### src/sv/gse_pkg.sv
`timescale 1ns / 1ps
// ----------------------------------------------------------------------------
// gse_pkg - shared types and constants for the gray/Sobel edge stream core
// Luma weights, saturation level, register indexes and the queue entry type.
// ----------------------------------------------------------------------------
package gse_pkg;

   localparam logic [15:0] W_BLUE  = 16'd4732;
   localparam logic [15:0] W_GREEN = 16'd46871;
   localparam logic [15:0] W_RED   = 16'd13933;

   localparam logic [7:0]  SAT_LEVEL = 8'd255;

   localparam int          QUEUE_DEPTH = 4;
   localparam int          QPTR_W      = 2;

   localparam logic [10:0] ROW_LAST = 11'd2047;

   localparam logic [11:0] WIDTH_RESET  = 12'd640;
   localparam logic [11:0] HEIGHT_RESET = 12'd480;

   typedef enum logic [0:0] {
      CSR_FRAME_WIDTH  = 1'b0,
      CSR_FRAME_HEIGHT = 1'b1
   } csr_index_type;

   typedef struct packed {
      logic [7:0]  blue;
      logic [7:0]  green;
      logic [7:0]  red;
      logic        edge_valid;
      logic        frame_end;
      logic [10:0] centre_col;
      logic [10:0] centre_row;
   } meta_type;

endpackage

### src/sv/gse_queue.sv
`timescale 1ns / 1ps
// ----------------------------------------------------------------------------
// gse_queue - short word queue between intake and processing pipeline
// Flop-based circular buffer; the head is visible without a pop.
// ----------------------------------------------------------------------------
module gse_queue #(
   parameter int WIDTH = 48
) (
   input  logic             clock,
   input  logic             reset,
   input  logic             push,
   input  logic [WIDTH-1:0] push_data,
   input  logic             pop,
   output logic [WIDTH-1:0] head_data,
   output logic             head_valid,
   output logic             full
);

   import gse_pkg::*;

   logic [WIDTH-1:0]  slot_ff [QUEUE_DEPTH];
   logic [QPTR_W-1:0] wr_ptr_ff, wr_ptr_in;
   logic [QPTR_W-1:0] rd_ptr_ff, rd_ptr_in;
   logic [QPTR_W:0]   count_ff, count_in;

   always_comb begin
      wr_ptr_in = push ? (wr_ptr_ff + QPTR_W'(1)) : wr_ptr_ff;
      rd_ptr_in = pop  ? (rd_ptr_ff + QPTR_W'(1)) : rd_ptr_ff;
      count_in  = count_ff + (QPTR_W + 1)'(push) - (QPTR_W + 1)'(pop);
   end

   always_ff @(posedge clock) begin
      if (reset) begin
         wr_ptr_ff <= '0;
         rd_ptr_ff <= '0;
         count_ff  <= '0;
      end else begin
         wr_ptr_ff <= wr_ptr_in;
         rd_ptr_ff <= rd_ptr_in;
         count_ff  <= count_in;
      end
   end

   always_ff @(posedge clock) begin
      if (push) begin
         slot_ff[wr_ptr_ff] <= push_data;
      end
   end

   assign head_data  = slot_ff[rd_ptr_ff];
   assign head_valid = (count_ff != '0);
   assign full       = (count_ff == (QPTR_W + 1)'(QUEUE_DEPTH));

endmodule

### config.mk
export PLATFORM = sky130hd
export DESIGN_NAME = gse_queue
export DESIGN_NICKNAME = d
export VERILOG_FILES = /design/src/sv/gse_pkg.sv /design/src/sv/gse_queue.sv
export SDC_FILE = /design/constraint.sdc
export NUM_CORES = 1
export LEC_CHECK = 0
export BUFFER_PORTS_ARGS = -buffer_cell sky130_fd_sc_hd__buf_2
export CORE_MARGIN = 10
export CORE_UTILIZATION = 55
export CTS_CLUSTER_DIAMETER = 60
export CTS_CLUSTER_SIZE = 16
export DETAILED_ROUTE_END_ITERATION = 8
export GPL_TIMING_DRIVEN = 1
export PLACE_DENSITY = 0.77
export SLEW_MARGIN = 5
export SYNTH_ARGS = -nofsm -noshare
export SYNTH_HDL_FRONTEND = slang
export SYNTH_SLANG_ARGS = --single-unit
### constraint.sdc
create_clock -name clock -period 5.6 [get_ports clock]
set_input_delay 1.12 -clock clock [delete_from_list [all_inputs] [get_ports clock]]
set_output_delay 1.12 -clock clock [all_outputs]
set_load 0.01 [all_outputs]
==> flow_summary.yaml <==
drt:
  wl_um: 13000
  dr.pass1.iters: 4
  wl_per_cell_um: 22.0
  drt_iter0_markers: 185
  postRouteAntennaNets: 0
  via_count: 3268
  drc: 0
  via_per_inst: 5.52
setup_path:
  crit_slowest_cell: "dfxtp_4"
  cp-start-kind: "flop"
  crit_fanout: 48
  worstSetupEndpointType: "output port"
  r2r_end: "slot_ff[2][39]$_DFFE_PP_"
  crit_arrival_ps: 2250
  r2r_cells: 4
  r2r_slack_ps: 3650
  cp.required_ps: 4480
  crit_type: "flop to output port"
  r2r_start: "wr_ptr_ff[0]$_SDFFE_PP0P_"
  cp_slowest_stage_delay_ps: 990
  cp_cell_sequence: "mux4_2 > buf_2"
final_layout:
  fin_util_pct: 64.7
  fillers: 911
  layout.nets: 465
  final_cell_mix: "192 x edfxtp_1, 101 x buf_2, 48 x mux4_2"
  layout.cells.most_common: "edfxtp_1"
  layout-drive-gt1-share_pct: 43.0
  area.growth.synth_to_final_pct: 15.9
  antennaDiodeCount: 0
  final_cell_area_sq_mm: 0.00853
floorplan:
  ios: 102
  fp-row-count: 42
  die_h_um: 136
  dieArea_sq_mm: 0.0184
  fp.dieW_um: 136
  start_util_pct: 55.8
  core_area_sq_mm: 0.0132
synth:
  seq_area_frac_synth_pct: 80.8
  avgSynthCellArea_sq_um: 25.2
  syn-num-nets: 351
  synth_area_sq_mm: 0.00736
  ys_ff_latch: 201
  synth_cells: 292
  synth_cell_type_count: 21
  synth_warnings: 0
sta:
  slew_violations: 0
  worst_pin_slew_ps: 958
  whs_ps: 535
  fin_tns_setup_ps: 0
  hold_violations: 0
  fin_crit_sh_pct: 60.1
  fin_worst_skew_ps: 7.53
  finalCriticalPeriod_ps: 3370
  rsz0062_at_grt: "false"
  setup_violations: 0
  maxSlewHeadroom_pct: 36.1
  fmax_mhz: 297
global_route:
  grt_antenna_before_repair: 0
  grt_pass1_wl_um: 20200
  grt_pass1_vias: 3631
  grt_max_degree: 49
  grtUsageTotal_pct: 14.2
  grt-ovfl-total: 0
power_and_ir_drop:
  ir_drop_v: 0.000273
  p_total_uw: 3100
  p_leak_uw: 0.00289
  p_per_area_mw_per_mm2: 363
cts:
  cts_tree: "done"
  clkTransAtPathRegs_ps: 70
  hold_buffers: 0
  clock_sinks: 201
  cts_buffers: 16
  clk_latency_ps: 460
  cts-root-buf: "clkbuf_16"
  htree_levels: 1
  cts_setup_buffers: 0
  cts_resized: 0
  clockBufferDepth: 3
min_path:
  hold_path.startpoint: "rd_ptr_ff[1]$_SDFFE_PP0P_"
  min_path_cells: 2
  min_path_type: "flop to flop"
placement:
  gp_congestion: 0.662
  port_buffers: 101
  placed_area_sq_mm: 0.00806
  dp.final_hpwl_um: 8000
run_status:
  outcome: "finished, final reports clean"
flow_run:
  maxCapViolCount: 0
==> sequential cells by signal, summed over array words and instances, names as in the netlist, named ones only <==
register,cells
wr_ptr_ff,2
count_ff,3
slot_ff,192
rd_ptr_ff,2
==> layer usage <==
layer,global-route usage [%],part of all wire [%],routed length [um]
met1,17.6,39,5140
met4,2.57,0.54,71
met2,24.0,51,6700
met5,0,0,0
met3,4.82,8.7,1130
==> metrics by stage <==
| stage | setup slack (ps) | std cells |
|---|---|---|
| floorplan | 2920 | 292 |
| global placement | 2610 | 564 |
| detailed placement | 2610 | 564 |
| CTS | 2110 | 592 |
| global route | 2000 | 592 |
| finish | 2230 | 592 |
==> kinds of logic (layout without fill, tap and decap cells) <==
family                     Yosys count  after routing  share of synthesized area (%)
DFF                                201            201                           80.8
muxes                               49             49                           14.8
buffers and inverters               16            140                           1.28
and+or+nand+nor                     14             14                           1.04
adders and majority gates            7              7                           1.29
xor gates and xnor gates             3              3                          0.561
AOI/OAI and AO/OA                    2              2                          0.204
==> critical path, delay by kind of cell, from the launching register on <==
kind,cells,cell delay (ps)
mux,1,630
buf+inv,1,160
flops,1,990
==> how the worst max path moves through the flow <==
stage | cells past startpoint | end
after floorplan | 1 | slot_ff[0][0]$_DFFE_PP_
after global placement | 2 | head_data[2]
after detailed placement | 2 | head_data[2]
after CTS | 2 | head_data[2]
after global routing | 2 | head_data[2]
final | 2 | head_data[2]
==> Yosys cell counts <==
master / instances / area (sq um)
nor2_1: 5 / 18.8
fa_1: 1 / 20.0
mux2i_1: 1 / 10.0
dfxtp_1: 9 / 180
mux4_2: 48 / 1080
nor2b_1: 2 / 12.5
xor3_1: 1 / 23.8
or3_1: 1 / 6.26
ha_1: 6 / 75.1
edfxtp_1: 192 / 5770
inv_1: 6 / 22.5
and2_1: 4 / 25.0
clkbuf_1: 2 / 7.51
buf_4: 2 / 15.0
xnor2_1: 2 / 17.5
nand3b_1: 1 / 7.51
and3_1: 1 / 6.26
a21oi_1: 1 / 5.00
a21bo_2: 1 / 10.0
buf_2: 3 / 15.0
buf_6: 3 / 33.8
==> where the power goes <==
group	internal [uW]	total (uW)	switching, uW
sequential	1730	1770	42.6
combinational	152	300	148
clock	567	1030	462
==> final cells by class <==
| type | instances | area, sq um | share of cell area, % |
|---|---|---|---|
| multi-input cells | 75 | 1320 | 15.5 |
| inverters | 6 | 22.5 | 0.264 |
| well taps | 176 | 220 | 2.58 |
| repair buffers | 106 | 543 | 6.36 |
| flip-flops and latches | 201 | 5950 | 69.7 |
| clock buffers | 27 | 463 | 5.43 |
| clock inverters | 1 | 8.76 | 0.103 |
No activity file was read; power rests on OpenSTA's default activity.
