File: config.mk
export PLATFORM = sky130hd
export DESIGN_NAME = gse_front
export DESIGN_NICKNAME = d
export VERILOG_FILES = /design/src/sv/gse_pkg.sv /design/src/sv/gse_front.sv
export SDC_FILE = /design/constraint.sdc
export NUM_CORES = 1
export LEC_CHECK = 0
export ABC_AREA = 1
export BUFFER_PORTS_ARGS = -buffer_cell sky130_fd_sc_hd__buf_4
export CAP_MARGIN = 5
export CELL_PAD_IN_SITES_DETAIL_PLACEMENT = 1
export CELL_PAD_IN_SITES_GLOBAL_PLACEMENT = 1
export CORE_UTILIZATION = 33
export DETAILED_ROUTE_END_ITERATION = 12
export PLACE_DENSITY_LB_ADDON = 0.1
export REMOVE_ABC_BUFFERS = 1
export SLEW_MARGIN = 25
export SYNTH_ARGS = -nofsm -noshare
export SYNTH_HDL_FRONTEND = slang
export SYNTH_SLANG_ARGS = --single-unit
File: constraint.sdc
create_clock -name clock -period 2.7 [get_ports clock]
set_clock_uncertainty 0.2 [all_clocks]
set_input_delay 0.405 -clock clock [delete_from_list [all_inputs] [get_ports clock]]
set_output_delay 0.405 -clock clock [all_outputs]
set_load 0.005 [all_outputs]
File: src/sv/gse_pkg.sv
`timescale 1ns / 1ps
// ----------------------------------------------------------------------------
// gse_pkg - shared types and constants for the gray/Sobel edge stream core
// Luma weights, saturation level, register indexes and the queue entry type.
// ----------------------------------------------------------------------------
package gse_pkg;

   localparam logic [15:0] W_BLUE  = 16'd4732;
   localparam logic [15:0] W_GREEN = 16'd46871;
   localparam logic [15:0] W_RED   = 16'd13933;

   localparam logic [7:0]  SAT_LEVEL = 8'd255;

   localparam int          QUEUE_DEPTH = 4;
   localparam int          QPTR_W      = 2;

   localparam logic [10:0] ROW_LAST = 11'd2047;

   localparam logic [11:0] WIDTH_RESET  = 12'd640;
   localparam logic [11:0] HEIGHT_RESET = 12'd480;

   typedef enum logic [0:0] {
      CSR_FRAME_WIDTH  = 1'b0,
      CSR_FRAME_HEIGHT = 1'b1
   } csr_index_type;

   typedef struct packed {
      logic [7:0]  blue;
      logic [7:0]  green;
      logic [7:0]  red;
      logic        edge_valid;
      logic        frame_end;
      logic [10:0] centre_col;
      logic [10:0] centre_row;
   } meta_type;

endpackage

File: src/sv/gse_front.sv
`timescale 1ns / 1ps
// ----------------------------------------------------------------------------
// gse_front - pixel intake, raster position tracking and classification
// Holds the frame size registers and the column/row counters, and tags
// each word with its window status, centre position and frame end.
// ----------------------------------------------------------------------------
module gse_front #(
   parameter int MAX_LINE_WIDTH = 2048
) (
   input  logic                              clock,
   input  logic                              reset,
   input  logic                              csr_we,
   input  logic [0:0]                        csr_index,
   input  logic [11:0]                       csr_wdata,
   input  logic                              accept,
   input  logic [23:0]                       pixel,
   output gse_pkg::meta_type                 meta,
   output logic [$clog2(MAX_LINE_WIDTH)-1:0] col
);

   import gse_pkg::*;

   localparam int CW = $clog2(MAX_LINE_WIDTH);
   localparam int XW = ((CW > 12) ? CW : 12) + 1;
   localparam int PW = (CW > 11) ? CW : 11;
   localparam logic [CW-1:0] COL_LAST = CW'(MAX_LINE_WIDTH - 1);

   logic [11:0]   width_ff, width_in;
   logic [11:0]   height_ff, height_in;
   logic [CW-1:0] col_ff, col_in;
   logic [10:0]   row_ff, row_in;

   logic          last_col, last_row, valid;
   logic [PW-1:0] centre_col_full;

   always_comb begin
      width_in  = width_ff;
      height_in = height_ff;
      if (csr_we) begin
         case (csr_index_type'(csr_index))
            CSR_FRAME_WIDTH:  width_in  = csr_wdata;
            CSR_FRAME_HEIGHT: height_in = csr_wdata;
            default: begin
               width_in  = width_ff;
               height_in = height_ff;
            end
         endcase
      end
   end

   always_comb begin
      last_col = (XW'(col_ff) + XW'(1) >= XW'(width_ff)) || (col_ff == COL_LAST);
      last_row = (({1'b0, row_ff} + 12'd1) >= height_ff) || (row_ff == ROW_LAST);
      valid    = (row_ff >= 11'd2) && (XW'(col_ff) >= XW'(2));
      centre_col_full = PW'(col_ff) - PW'(1);

      meta.blue       = pixel[7:0];
      meta.green      = pixel[15:8];
      meta.red        = pixel[23:16];
      meta.edge_valid = valid;
      meta.frame_end  = last_col && last_row;
      meta.centre_col = valid ? centre_col_full[10:0] : 11'd0;
      meta.centre_row = valid ? (row_ff - 11'd1) : 11'd0;
      col             = col_ff;

      col_in = col_ff;
      row_in = row_ff;
      if (accept) begin
         if (last_col) begin
            col_in = '0;
            row_in = last_row ? 11'd0 : (row_ff + 11'd1);
         end else begin
            col_in = col_ff + CW'(1);
         end
      end
   end

   always_ff @(posedge clock) begin
      if (reset) begin
         width_ff  <= WIDTH_RESET;
         height_ff <= HEIGHT_RESET;
         col_ff    <= '0;
         row_ff    <= '0;
      end else begin
         width_ff  <= width_in;
         height_ff <= height_in;
         col_ff    <= col_in;
         row_ff    <= row_in;
      end
   end

endmodule

==> metrics.txt <==
# TYPE chip_impl_metric gauge
chip_impl_info{name="status",value="finished with violations"} 1
chip_impl_info{name="violated_checks",value="setup timing"} 1
chip_impl_metric{name="grt-ovfl-total",unit=""} 0
chip_impl_metric{name="drt.antenna.violating_nets",unit=""} 0
chip_impl_metric{name="floorplan.initialDensity",unit="%"} 34.21
chip_impl_metric{name="leakage_power_of_the_design",unit="nW"} 2.669
chip_impl_metric{name="routed_wl",unit="um"} 13640
chip_impl_metric{name="die-height",unit="um"} 105.9
chip_impl_info{name="yosys_most_used_dff",value="sky130_fd_sc_hd__dfxtp_1"} 1
chip_impl_metric{name="pwr_density_cell",unit="nW/um^2"} 280.7
chip_impl_metric{name="required",unit="ns"} 2.10
chip_impl_metric{name="grt_start_max_net_pins",unit=""} 37
chip_impl_info{name="holdPathEnd",value="width_ff[9]"} 1
chip_impl_metric{name="post-route-util",unit="%"} 49.98
chip_impl_metric{name="timing.slew.headroom",unit="%"} 59.28
chip_impl_metric{name="cts.reportedPaths.clkPinSlew",unit="ns"} 0.10
chip_impl_info{name="r2r-end",value="row_ff[9]"} 1
chip_impl_metric{name="worst-path-max-fanout",unit=""} 4
chip_impl_metric{name="synth_top_area_share",unit="%"} 25.84
chip_impl_info{name="post-synth-top-count-cell",value="sky130_fd_sc_hd__nand2_1"} 1
chip_impl_metric{name="buffer_depth_of_the_longest_clock_path",unit=""} 2
chip_impl_metric{name="insertion_delay",unit="ns"} 0.31
chip_impl_metric{name="warnings_synthesis",unit=""} 0
chip_impl_metric{name="design.portCount",unit=""} 100
chip_impl_metric{name="placeable_core_region",unit="um^2"} 10420
chip_impl_metric{name="grt_first_pass_wirelength",unit="um"} 20760
chip_impl_metric{name="dpl.cell_count",unit=""} 755
chip_impl_info{name="min_from",value="csr_wdata[9]"} 1
chip_impl_metric{name="max-vdd-ir-drop",unit="uV"} 209.8
chip_impl_metric{name="viasPerCell",unit=""} 4.907
chip_impl_metric{name="tritoncts.num_buffers",unit=""} 5
chip_impl_info{name="yosysTopAreaCell",value="sky130_fd_sc_hd__dfxtp_1"} 1
chip_impl_metric{name="synthArstFlopShare",unit="%"} 0
chip_impl_metric{name="timing_worst_slew_pin_value",unit="ns"} 0.6099
chip_impl_info{name="netlist_top_cells_count",value="sky130_fd_sc_hd__nand2_1 (120), sky130_fd_sc_hd__nor2_1 (89), sky130_fd_sc_hd__inv_1 (86)"} 1
chip_impl_info{name="setup_repair_after_global_routing_missed_its_margin",value="true"} 1
chip_impl_metric{name="cts_max_level",unit=""} 2
chip_impl_metric{name="timing.max_cap.violations",unit=""} 0
chip_impl_metric{name="slew_violations",unit=""} 0
chip_impl_metric{name="setup_violations",unit=""} 13
chip_impl_metric{name="cts.hold.buffers_added",unit=""} 0
chip_impl_metric{name="clock_sinks",unit=""} 46
chip_impl_metric{name="drt-wirelength-per-cell",unit="um"} 17.31
chip_impl_metric{name="grt_pass1_vias",unit=""} 3959
chip_impl_metric{name="detailedPlace.worstSlack",unit="ns"} -0.2305
chip_impl_metric{name="num-fill-cells",unit=""} 1335
chip_impl_metric{name="syn_area",unit="um^2"} 3563
chip_impl_metric{name="antenna_found_initial",unit=""} 0
chip_impl_metric{name="area_growth_syn_to_layout",unit="%"} 46.10
chip_impl_metric{name="num-nets-final",unit=""} 722
chip_impl_metric{name="first_iter_violations",unit=""} 115
chip_impl_metric{name="antenna_cells_inserted",unit=""} 0
chip_impl_metric{name="synth_enable_flop_cells",unit=""} 0
chip_impl_metric{name="drive_above_1_share",unit="%"} 42.48
chip_impl_info{name="clk_root_buffer_cell",value="sky130_fd_sc_hd__clkbuf_8"} 1
chip_impl_metric{name="stdcell_count",unit=""} 788
chip_impl_metric{name="hold-path-cell-count",unit=""} 3
chip_impl_metric{name="finalWorstSetupSlack",unit="ns"} -0.3045
chip_impl_metric{name="fp.dieArea",unit="um^2"} 11220
chip_impl_metric{name="synth.ff_latch_count",unit=""} 46
chip_impl_metric{name="synth.lib_cells_used.distinct",unit=""} 26
chip_impl_metric{name="drt_first_pass_iters",unit=""} 4
chip_impl_metric{name="synth.yosys.seq_area_share",unit="%"} 25.84
chip_impl_metric{name="r2r_slack",unit="ns"} -0.18
chip_impl_info{name="worst_r2r_startpoint",value="col[1]"} 1
chip_impl_metric{name="finalCriticalPeriod",unit="ns"} 3.004
chip_impl_metric{name="worst-endpoint-arrival",unit="ns"} 2.40
chip_impl_metric{name="grt_resource_usage_total",unit="%"} 23.84
chip_impl_info{name="startpoint_to_endpoint_class_of_the_critical_path",value="reg -> out"} 1
chip_impl_metric{name="place_hpwl",unit="um"} 9756
chip_impl_metric{name="avgSynthCellArea",unit="um^2"} 6.363
chip_impl_metric{name="drc",unit=""} 0
chip_impl_info{name="cp-end-kind",value="output pin"} 1
chip_impl_info{name="synth_area_leaders",value="sky130_fd_sc_hd__dfxtp_1 (26%), sky130_fd_sc_hd__nand2_1 (13%), sky130_fd_sc_hd__ha_1 (11%), sky130_fd_sc_hd__nor2_1 (9.4%), sky130_fd_sc_hd__inv_1 (9.1%)"} 1
chip_impl_metric{name="synth_cells",unit=""} 560
chip_impl_metric{name="hold_viol",unit=""} 0
chip_impl_metric{name="vias",unit=""} 3867
chip_impl_metric{name="worst-r2r-cell-count",unit=""} 17
chip_impl_metric{name="num_rows",unit=""} 37
chip_impl_metric{name="fmax",unit="MHz"} 332.8
chip_impl_metric{name="floorplan.die.width",unit="um"} 105.9
chip_impl_info{name="timing.hold.worst.class",value="in -> reg"} 1
chip_impl_info{name="worstSetupStartpointType",value="flop"} 1
chip_impl_info{name="cts_tree",value="yes"} 1
chip_impl_metric{name="fin_crit_sh",unit="%"} 111.3
chip_impl_metric{name="gp_congestion",unit=""} 0.8248
chip_impl_metric{name="count_of_input_and_output_buffers",unit=""} 51
## registers in the layout, summed over array words and instances (netlist names)
signal,flops
col,11
height_ff,12
row_ff,11
width_ff,12
## area by class of cell
| class | count | area (um^2) | share of cell area, % |
|---|---|---|---|
| well taps | 136 | 170.2 | 3.268 |
| inverters | 90 | 342.8 | 6.585 |
| flip-flops and latches | 46 | 948.4 | 18.22 |
| multi-input cells | 381 | 2585 | 49.65 |
| clock buffers | 6 | 82.58 | 1.586 |
| clock inverters | 2 | 12.51 | 0.2403 |
| repair buffers | 127 | 1065 | 20.45 |
## metal layers
layer / vias to the layer above / global-route usage (%) / part of all wire, %
li1: 1892 / - / -
met1: 1840 / 26.23 / 40
met2: 101 / 45.38 / 52
met3: 34 / 5.763 / 4.6
met4: 0 / 5.952 / 3.1
met5: - / 0 / 0
## placed cells by master, fill, tap and decap left out, types with 3 or more instances in the layout
master	Yosys	layout
sky130_fd_sc_hd__clkbuf_8	0	6
sky130_fd_sc_hd__ha_4	0	9
sky130_fd_sc_hd__o211ai_1	6	6
sky130_fd_sc_hd__nor3_4	0	3
sky130_fd_sc_hd__nand3_1	22	14
sky130_fd_sc_hd__inv_2	2	17
sky130_fd_sc_hd__nor2_2	0	19
sky130_fd_sc_hd__buf_4	32	111
sky130_fd_sc_hd__nand2_2	2	24
sky130_fd_sc_hd__nand2_1	120	92
sky130_fd_sc_hd__nand3_2	1	7
sky130_fd_sc_hd__dfxtp_4	0	4
sky130_fd_sc_hd__nor2_1	89	56
sky130_fd_sc_hd__buf_6	1	11
sky130_fd_sc_hd__ha_1	30	20
sky130_fd_sc_hd__nor3_2	0	4
sky130_fd_sc_hd__dfxtp_2	0	10
sky130_fd_sc_hd__inv_1	86	70
sky130_fd_sc_hd__xor2_2	0	3
sky130_fd_sc_hd__a21oi_1	42	36
sky130_fd_sc_hd__nand2_4	2	6
sky130_fd_sc_hd__dfxtp_1	46	32
sky130_fd_sc_hd__o21ai_0	26	21
sky130_fd_sc_hd__a21oi_2	0	5
sky130_fd_sc_hd__xor2_1	18	14
sky130_fd_sc_hd__o21ai_1	0	3
sky130_fd_sc_hd__nand3_4	1	3
sky130_fd_sc_hd__nand4_1	7	7
sky130_fd_sc_hd__nor2_4	2	16
sky130_fd_sc_hd__nor3_1	10	3
## timing repair
action | in CTS | in global routing
endpoints found under the setup margin | 41 | 45
gates resized for setup | 77 | 112
pin swaps | 31 | 56
setup buffers | 11 | 13
gates cloned | 2 | 1
## cells by family after synthesis
logic type,after synthesis,synth area share (%)
AOI/OAI and AO/OA,74,10.81
xor gates and xnor gates,18,4.424
adders and majority gates,30,10.53
buffers and inverters,133,17.73
DFF,46,25.84
and+or+nand+nor,259,30.65
## power breakdown
group,internal [W],total [W],switching (W)
sequential,0.000703,0.000714,0.0000112
clock,0.000207,0.000475,0.000268
combinational,0.000114,0.000273,0.000159
## worst max-delay path by stage
| stage | startpoint | endpoint | slack [ns] | cells past startpoint |
|---|---|---|---|---|
| floorplan | row_ff[0] | meta[22] | -0.05 | 13 |
| global placement | col[0] | meta[22] | -0.19 | 15 |
| detailed placement | col[1] | meta[22] | -0.23 | 15 |
| CTS | col[1] | meta[22] | -0.26 | 15 |
| global route | col[4] | meta[22] | -0.45 | 12 |
| finish | col[1] | meta[22] | -0.30 | 12 |
## metrics by stage
stage	TNS [ns]	total power (W)	hold WS, ns	area (um^2)
floorplan	-0.05100	0.0008558	0.2376	3269
global placement	-0.7035	0.0009410	0.2515	4218
detailed placement	-1.668	0.0009504	0.2622	4218
CTS	-0.8244	0.001452	0.1182	4735
global route	-4.346	0.001534	0.1278	5206
finish	-1.919	0.001462	0.1259	5206
## critical path, cell delays in order, from the launching register on
cell	delay [ns]
sky130_fd_sc_hd__dfxtp_4	0.38
sky130_fd_sc_hd__nand3_1	0.14
sky130_fd_sc_hd__inv_2	0.13
sky130_fd_sc_hd__nand3_2	0.13
sky130_fd_sc_hd__nor3_2	0.15
sky130_fd_sc_hd__ha_1	0.32
sky130_fd_sc_hd__a21oi_1	0.26
sky130_fd_sc_hd__nand2_2	0.10
sky130_fd_sc_hd__a21oi_4	0.14
sky130_fd_sc_hd__nand3_4	0.10
sky130_fd_sc_hd__nand2_4	0.08
sky130_fd_sc_hd__inv_2	0.03
sky130_fd_sc_hd__buf_6	0.10
No activity file was read; power rests on OpenSTA's default activity.
